File: config.mk
export PLATFORM = sky130hd
export DESIGN_NAME = gptsc_ctrl
export DESIGN_NICKNAME = d
export VERILOG_FILES = /design/src/sv/gptsc_pkg.sv /design/src/sv/gptsc_ctrl.sv
export SDC_FILE = /design/constraint.sdc
export NUM_CORES = 1
export LEC_CHECK = 0
export ABC_CLOCK_PERIOD_IN_PS = 2000
export BUFFER_PORTS_ARGS = -buffer_cell sky130_fd_sc_hd__buf_2
export CORE_MARGIN = 2
export CORE_UTILIZATION = 50
export CTS_BUF_LIST = sky130_fd_sc_hd__clkbuf_8
export CTS_CLUSTER_SIZE = 12
export DETAILED_ROUTE_END_ITERATION = 7
export PLACE_DENSITY = 0.8
export SYNTH_ARGS = -nofsm -noshare
export SYNTH_HDL_FRONTEND = slang
export SYNTH_SLANG_ARGS = --single-unit
File: constraint.sdc
create_clock -name i_clk -period 2 [get_ports i_clk]
set_clock_uncertainty 0.15 [all_clocks]
set_input_delay 0.1 -clock i_clk [delete_from_list [all_inputs] [get_ports i_clk]]
set_output_delay 0.1 -clock i_clk [all_outputs]
set_load 0.03 [all_outputs]
File: src/sv/gptsc_pkg.sv
// Shared constants, types and codes for the Gaussian prime tile sieve counter.
package gptsc_pkg;

    localparam int TILE_SPAN      = 256;
    localparam int EDGE_MARGIN    = 7;
    localparam int SIDE_SPAN      = TILE_SPAN + 1 + 2 * EDGE_MARGIN;
    localparam int SPLIT_CAPACITY = 1024;
    localparam int INERT_CAPACITY = 1024;
    localparam int PRIME_WIDTH    = 14;
    localparam int ROOT_WIDTH     = 13;
    localparam int COORD_WIDTH    = 32;
    localparam int COUNT_WIDTH    = 17;

    localparam int SPLIT_AW  = (SPLIT_CAPACITY > 1) ? $clog2(SPLIT_CAPACITY) : 1;
    localparam int INERT_AW  = (INERT_CAPACITY > 1) ? $clog2(INERT_CAPACITY) : 1;
    localparam int MAX_CAP   = (SPLIT_CAPACITY > INERT_CAPACITY) ? SPLIT_CAPACITY
                                                                  : INERT_CAPACITY;
    localparam int USED_W    = $clog2(MAX_CAP + 1);
    localparam int IDX_W     = $clog2(SIDE_SPAN);
    localparam int ROW_W     = $clog2(SIDE_SPAN);
    localparam int COL_W     = $clog2(SIDE_SPAN + (1 << PRIME_WIDTH));
    localparam int STEP_W    = $clog2(COORD_WIDTH);
    localparam int SPLIT_W   = ROOT_WIDTH + PRIME_WIDTH;

    localparam logic [COUNT_WIDTH-1:0] COUNT_MAX = {COUNT_WIDTH{1'b1}};

    localparam logic [1:0] CMD_CLEAR = 2'd0;
    localparam logic [1:0] CMD_LOAD  = 2'd1;
    localparam logic [1:0] CMD_COUNT = 2'd2;
    localparam logic [1:0] CMD_SPARE = 2'd3;

    localparam logic KIND_SPLIT = 1'b0;
    localparam logic KIND_INERT = 1'b1;

    typedef struct packed {
        logic [1:0]              cmd;
        logic                    prime_kind;
        logic [13:0]             prime_value;
        logic [12:0]             minus_one_root;
        logic signed [31:0]      tile_a_low;
        logic signed [31:0]      tile_b_low;
    } t_req;

    typedef struct packed {
        logic [COUNT_WIDTH-1:0]  survivor_count;
        logic                    table_overflow;
    } t_rsp;

    typedef enum logic [1:0] {
        MOD_A,
        MOD_PROD,
        MOD_B
    } t_mod_sel;

    typedef enum logic [1:0] {
        RES_POS,
        RES_NEG,
        RES_ZERO
    } t_res_sel;

    typedef enum logic [4:0] {
        S_IDLE,
        S_ROW_INIT,
        S_SPLIT_RD,
        S_SPLIT_LAT,
        S_SPLIT_CHK,
        S_S_AMOD,
        S_S_PSTART,
        S_S_PMOD,
        S_S_BSTART,
        S_S_BMOD,
        S_POS_INIT,
        S_POS_MARK,
        S_NEG_INIT,
        S_NEG_MARK,
        S_INERT_RD,
        S_INERT_LAT,
        S_INERT_CHK,
        S_I_AMOD,
        S_I_TEST,
        S_I_BMOD,
        S_ZERO_INIT,
        S_ZERO_MARK,
        S_SUM_INIT,
        S_SUM,
        S_DONE
    } t_state;

    typedef struct packed {
        logic     do_clear;
        logic     do_load;
        logic     tile_init;
        logic     row_init;
        logic     row_inc;
        logic     k_clear;
        logic     k_inc;
        logic     ent_split;
        logic     ent_inert;
        logic     mod_start;
        t_mod_sel mod_sel;
        logic     mark_init;
        t_res_sel res_sel;
        logic     mark_step;
        logic     sum_init;
        logic     sum_step;
        logic     out_load;
    } t_dp_cmd;

    typedef struct packed {
        logic split_end;
        logic inert_end;
        logic p_zero;
        logic amod_zero;
        logic neg_same;
        logic mark_end;
        logic sum_end;
        logic row_last;
        logic mod_done;
        logic rsp_full;
    } t_dp_stat;

endpackage

File: src/sv/gptsc_ctrl.sv
// Sequencer for clear, load and tile count requests.
module gptsc_ctrl (
    input  logic                  i_clk,
    input  logic                  i_rst_n,
    input  logic                  i_req_valid,
    input  logic [1:0]            i_cmd,
    input  gptsc_pkg::t_dp_stat   i_stat,
    output logic                  o_req_ready,
    output gptsc_pkg::t_dp_cmd    o_cmd
);
    import gptsc_pkg::*;

    t_state r_state;
    t_state n_state;

    always_ff @(posedge i_clk) begin
        if (!i_rst_n) begin
            r_state <= S_IDLE;
        end else begin
            r_state <= n_state;
        end
    end

    always_comb begin
        n_state = r_state;
        unique case (r_state)
            S_IDLE: begin
                if (i_req_valid && i_cmd == CMD_COUNT) begin
                    n_state = S_ROW_INIT;
                end
            end
            S_ROW_INIT:  n_state = S_SPLIT_RD;
            S_SPLIT_RD:  n_state = i_stat.split_end ? S_INERT_RD : S_SPLIT_LAT;
            S_SPLIT_LAT: n_state = S_SPLIT_CHK;
            S_SPLIT_CHK: n_state = i_stat.p_zero ? S_SPLIT_RD : S_S_AMOD;
            S_S_AMOD:    n_state = i_stat.mod_done ? S_S_PSTART : S_S_AMOD;
            S_S_PSTART:  n_state = S_S_PMOD;
            S_S_PMOD:    n_state = i_stat.mod_done ? S_S_BSTART : S_S_PMOD;
            S_S_BSTART:  n_state = S_S_BMOD;
            S_S_BMOD:    n_state = i_stat.mod_done ? S_POS_INIT : S_S_BMOD;
            S_POS_INIT:  n_state = S_POS_MARK;
            S_POS_MARK: begin
                if (i_stat.mark_end) begin
                    n_state = i_stat.neg_same ? S_SPLIT_RD : S_NEG_INIT;
                end
            end
            S_NEG_INIT:  n_state = S_NEG_MARK;
            S_NEG_MARK:  n_state = i_stat.mark_end ? S_SPLIT_RD : S_NEG_MARK;
            S_INERT_RD:  n_state = i_stat.inert_end ? S_SUM_INIT : S_INERT_LAT;
            S_INERT_LAT: n_state = S_INERT_CHK;
            S_INERT_CHK: n_state = i_stat.p_zero ? S_INERT_RD : S_I_AMOD;
            S_I_AMOD:    n_state = i_stat.mod_done ? S_I_TEST : S_I_AMOD;
            S_I_TEST:    n_state = i_stat.amod_zero ? S_I_BMOD : S_INERT_RD;
            S_I_BMOD:    n_state = i_stat.mod_done ? S_ZERO_INIT : S_I_BMOD;
            S_ZERO_INIT: n_state = S_ZERO_MARK;
            S_ZERO_MARK: n_state = i_stat.mark_end ? S_INERT_RD : S_ZERO_MARK;
            S_SUM_INIT:  n_state = S_SUM;
            S_SUM: begin
                if (i_stat.sum_end) begin
                    n_state = i_stat.row_last ? S_DONE : S_ROW_INIT;
                end
            end
            S_DONE:      n_state = i_stat.rsp_full ? S_DONE : S_IDLE;
            default:     n_state = S_IDLE;
        endcase
    end

    always_comb begin
        o_cmd       = '0;
        o_req_ready = 1'b0;
        unique case (r_state)
            S_IDLE: begin
                o_req_ready = 1'b1;
                if (i_req_valid) begin
                    unique case (i_cmd)
                        CMD_CLEAR: o_cmd.do_clear  = 1'b1;
                        CMD_LOAD:  o_cmd.do_load   = 1'b1;
                        CMD_COUNT: o_cmd.tile_init = 1'b1;
                        default:   o_cmd.do_clear  = 1'b0;
                    endcase
                end
            end
            S_ROW_INIT: o_cmd.row_init = 1'b1;
            S_SPLIT_RD: o_cmd.k_clear  = i_stat.split_end;
            S_SPLIT_LAT: o_cmd.ent_split = 1'b1;
            S_SPLIT_CHK, S_INERT_CHK: begin
                if (i_stat.p_zero) begin
                    o_cmd.k_inc = 1'b1;
                end else begin
                    o_cmd.mod_start = 1'b1;
                    o_cmd.mod_sel   = MOD_A;
                end
            end
            S_S_PSTART: begin
                o_cmd.mod_start = 1'b1;
                o_cmd.mod_sel   = MOD_PROD;
            end
            S_S_BSTART: begin
                o_cmd.mod_start = 1'b1;
                o_cmd.mod_sel   = MOD_B;
            end
            S_POS_INIT: begin
                o_cmd.mark_init = 1'b1;
                o_cmd.res_sel   = RES_POS;
            end
            S_POS_MARK: begin
                if (!i_stat.mark_end) begin
                    o_cmd.mark_step = 1'b1;
                end else begin
                    o_cmd.k_inc = i_stat.neg_same;
                end
            end
            S_NEG_INIT: begin
                o_cmd.mark_init = 1'b1;
                o_cmd.res_sel   = RES_NEG;
            end
            S_NEG_MARK, S_ZERO_MARK: begin
                if (!i_stat.mark_end) begin
                    o_cmd.mark_step = 1'b1;
                end else begin
                    o_cmd.k_inc = 1'b1;
                end
            end
            S_INERT_LAT: o_cmd.ent_inert = 1'b1;
            S_I_TEST: begin
                if (i_stat.amod_zero) begin
                    o_cmd.mod_start = 1'b1;
                    o_cmd.mod_sel   = MOD_B;
                end else begin
                    o_cmd.k_inc = 1'b1;
                end
            end
            S_ZERO_INIT: begin
                o_cmd.mark_init = 1'b1;
                o_cmd.res_sel   = RES_ZERO;
            end
            S_SUM_INIT: o_cmd.sum_init = 1'b1;
            S_SUM: begin
                o_cmd.sum_step = 1'b1;
                o_cmd.row_inc  = i_stat.sum_end && !i_stat.row_last;
            end
            S_DONE: o_cmd.out_load = !i_stat.rsp_full;
            S_S_AMOD, S_S_PMOD, S_S_BMOD, S_INERT_RD, S_I_AMOD, S_I_BMOD: begin
                o_cmd = '0;
            end
            default: o_cmd = '0;
        endcase
    end

endmodule

==> results.yml <==
clock_tree:
  cts_buffers: 3
  clock_sinks: 5
  max-clock-path-buffers: 2
  cts_root_buf: "sky130_fd_sc_hd__clkbuf_8"
  clkSlewWorstSetupHoldPaths_ns: 0.04
  clkLatencyLatePin_ns: 0.22
  tritoncts_clock_tree: "done"
  post-cts-setup-buffers: 0
  htree_num_levels: 1
power_and_ir_drop:
  ir_drop_mv: 0.614
  power.total_mw: 1.33
  power_leakage_nw: 0.576
  pwr_density_cell_nw_per_um2: 978
drt:
  detail_route.drc_violations: 0
  via_count: 1415
  routed_wl_um: 3640
  drt_iter0_drc: 95
  vias_per_cell: 6.26
  postRouteAntennaNets: 0
  first_pass_iters: 6
  drt-wirelength-per-cell_um: 16.1
cells_and_area:
  largest_register_ff_count: 5
  fillers: 175
  layout.cell_area.non_filler_um2: 1360
  mostFrequentLayoutCells: "32 x sky130_fd_sc_hd__buf_2, 22 x sky130_fd_sc_hd__nor2_1, 22 x sky130_fd_sc_hd__buf_4"
  number_of_diodes: 0
  largest-register: "r_state"
  commonest_non_fill_non_tap_cell_in_the_layout: "sky130_fd_sc_hd__buf_2"
  finish.net_count: 215
  finalNonFillerCells: 226
  biggestRegsByFlops: "r_state: 5 flops"
  area.growth.synth_to_final_pct: 37.1
  drive_above_1_share: 0.387
place:
  detailed_place.area_um2: 1280
  detailed_place_hpwl_um: 2720
  place_inst: 221
  port_buffers: 34
  globalplace.congestion: 1.02
timing:
  clock.fmax_mhz: 516
  setup-violations-final: 0
  report.final.slew_viol_count: 0
  timing_worst_slew_pin_value_ns: 0.379
  total_negative_slack_for_setup_checks_ns: 0
  timing.final.crit_share: 0.968
  hold_ws_ns: 0.158
  slew-limit-headroom: 0.746
  rsz0062_at_grt: "false"
  min_period_ns: 1.94
  finalHoldViolations: 0
critical_path:
  crit_path_kind: "reg2out"
  critPathArrivalTime_ns: 1.69
  cp-end-kind: "output pin"
  crit_path_max_fanout: 10
  worst_ep_required_time_ns: 1.75
  critPathLaunchType: "register"
flow_run:
  number_of_violations_of_the_max_capacitance_limit: 0
grt:
  grt_pass1_wl_um: 6020
  initial_antenna_violation_count: 0
  grt_max_degree: 18
  first_global_vias: 1340
  grtUsageTotal: 0.319
  grt_remaining_overflow: 0
synthesis:
  synth_seq_cells: 5
  yosys.cell_types.count: 45
  syn_inst: 154
  yosys_warnings: 0
  post_synthesis_net_count: 169
  syn-cell-area_um2: 991
  synth-seq-area-share: 0.101
  syn-mean-instance-area_um2: 6.43
run_status:
  outcome: "complete, no violations"
floorplan:
  coreArea_um2: 1920
  effective_utilization_at_floorplan: 0.516
  rows: 16
  die_h_um: 48.5
  top_level_ports: 35
  die_area_um2: 2350
  width_of_the_die_um: 48.5
worst_hold_path:
  hold_class: "in2reg"
-- kinds of logic after synthesis --
family / count (synthesis) / synth area share
compound gates: 48 / 0.347
simple gates: 78 / 0.422
flops: 5 / 0.101
buf+inv: 22 / 0.120
mux: 1 / 0.0101
-- report_power, final --
part	switching, mW	total, mW	internal, mW
sequential	0.0823	0.213	0.130
clock	0.0500	0.182	0.132
combinational	0.552	0.934	0.382
-- metal layers --
layer / global-route usage / share of wire / vias to the layer above
li1: - / - / 666
met1: 0.388 / 0.39 / 624
met3: 0.0833 / 0.099 / 17
met2: 0.539 / 0.48 / 108
met4: 0.124 / 0.026 / 0
met5: 0 / 0 / -
-- critical path, cell delays in order, from the launching register on --
cell and delay (ns):
sky130_fd_sc_hd__dfxtp_2 0.38, sky130_fd_sc_hd__buf_4 0.19, sky130_fd_sc_hd__nor3_1 0.23, sky130_fd_sc_hd__nand3_1 0.19, sky130_fd_sc_hd__nor4b_2 0.27, sky130_fd_sc_hd__buf_4 0.21
-- cell type report --
cell class                      instances  area, um^2  share of cell area
Multi-Input combinational cell        127         803               0.591
Tap cell                               27        33.8              0.0249
Timing Repair Buffer                   55         335               0.247
Sequential cell                         5         111              0.0820
Inverter                                8        30.0              0.0221
Clock inverter                          1        3.75             0.00276
Clock buffer                            3        41.3              0.0304
-- Yosys cell counts (all sizes together) --
master / instances / area, um^2
a211oi: 1 / 7.51
a21boi: 1 / 7.51
a21o: 2 / 15.0
a21oi: 3 / 15.0
a221oi: 1 / 8.76
a22o: 3 / 26.3
a22oi: 1 / 7.51
a311oi: 3 / 32.5
a31oi: 9 / 56.3
and3b: 1 / 8.76
and4b: 1 / 10.0
buf: 14 / 88.8
dfxtp: 5 / 100
inv: 8 / 30.0
mux2i: 1 / 10.0
nand2: 11 / 41.3
nand2b: 10 / 70.1
nand3: 8 / 40.0
nand3b: 4 / 30.0
nand4: 2 / 12.5
nor2: 23 / 88.8
nor2b: 2 / 12.5
nor3: 9 / 50.1
nor4: 3 / 18.8
nor4b: 1 / 8.76
o211a: 1 / 10.0
o211ai: 3 / 22.5
o21ai: 10 / 50.0
o22ai: 1 / 6.26
o2bb2ai: 1 / 8.76
o31a: 1 / 8.76
o31ai: 3 / 22.5
o32a: 3 / 30.0
o32ai: 1 / 8.76
or2: 1 / 6.26
or3b: 2 / 20.0
-- final timing paths --
kind,start,endpoint,slack (ns),cells after the start
worst max-delay path,r_state[2]$_SDFFE_PN0P_,o_cmd[18],0.06,5
worst min-delay path,i_stat[3],r_state[3]$_SDFFE_PN0P_,0.16,3
worst max register to register,r_state[1]$_SDFFE_PN0P_,r_state[3]$_SDFFE_PN0P_,0.22,6
worst min register to register,r_state[2]$_SDFFE_PN0P_,r_state[0]$_SDFFE_PN0P_,0.59,3
-- per-stage QoR --
step | setup slack, ns | util
finish | 0.0634 | 0.707
floorplan | 0.00351 | -
global placement | 0.0891 | 0.664
CTS | 0.00662 | 0.697
detailed placement | 0.0397 | 0.664
global route | 0.0112 | 0.707
-- repair_timing --
item | 4_1_cts | 5_1_grt
hold endpoints to repair | 1 | 0
hold buffers | 1 | 0
setup endpoints to repair | 7 | 5
gates resized for setup | 5 | 6
Note: power is estimated with default switching activity, not from simulation.
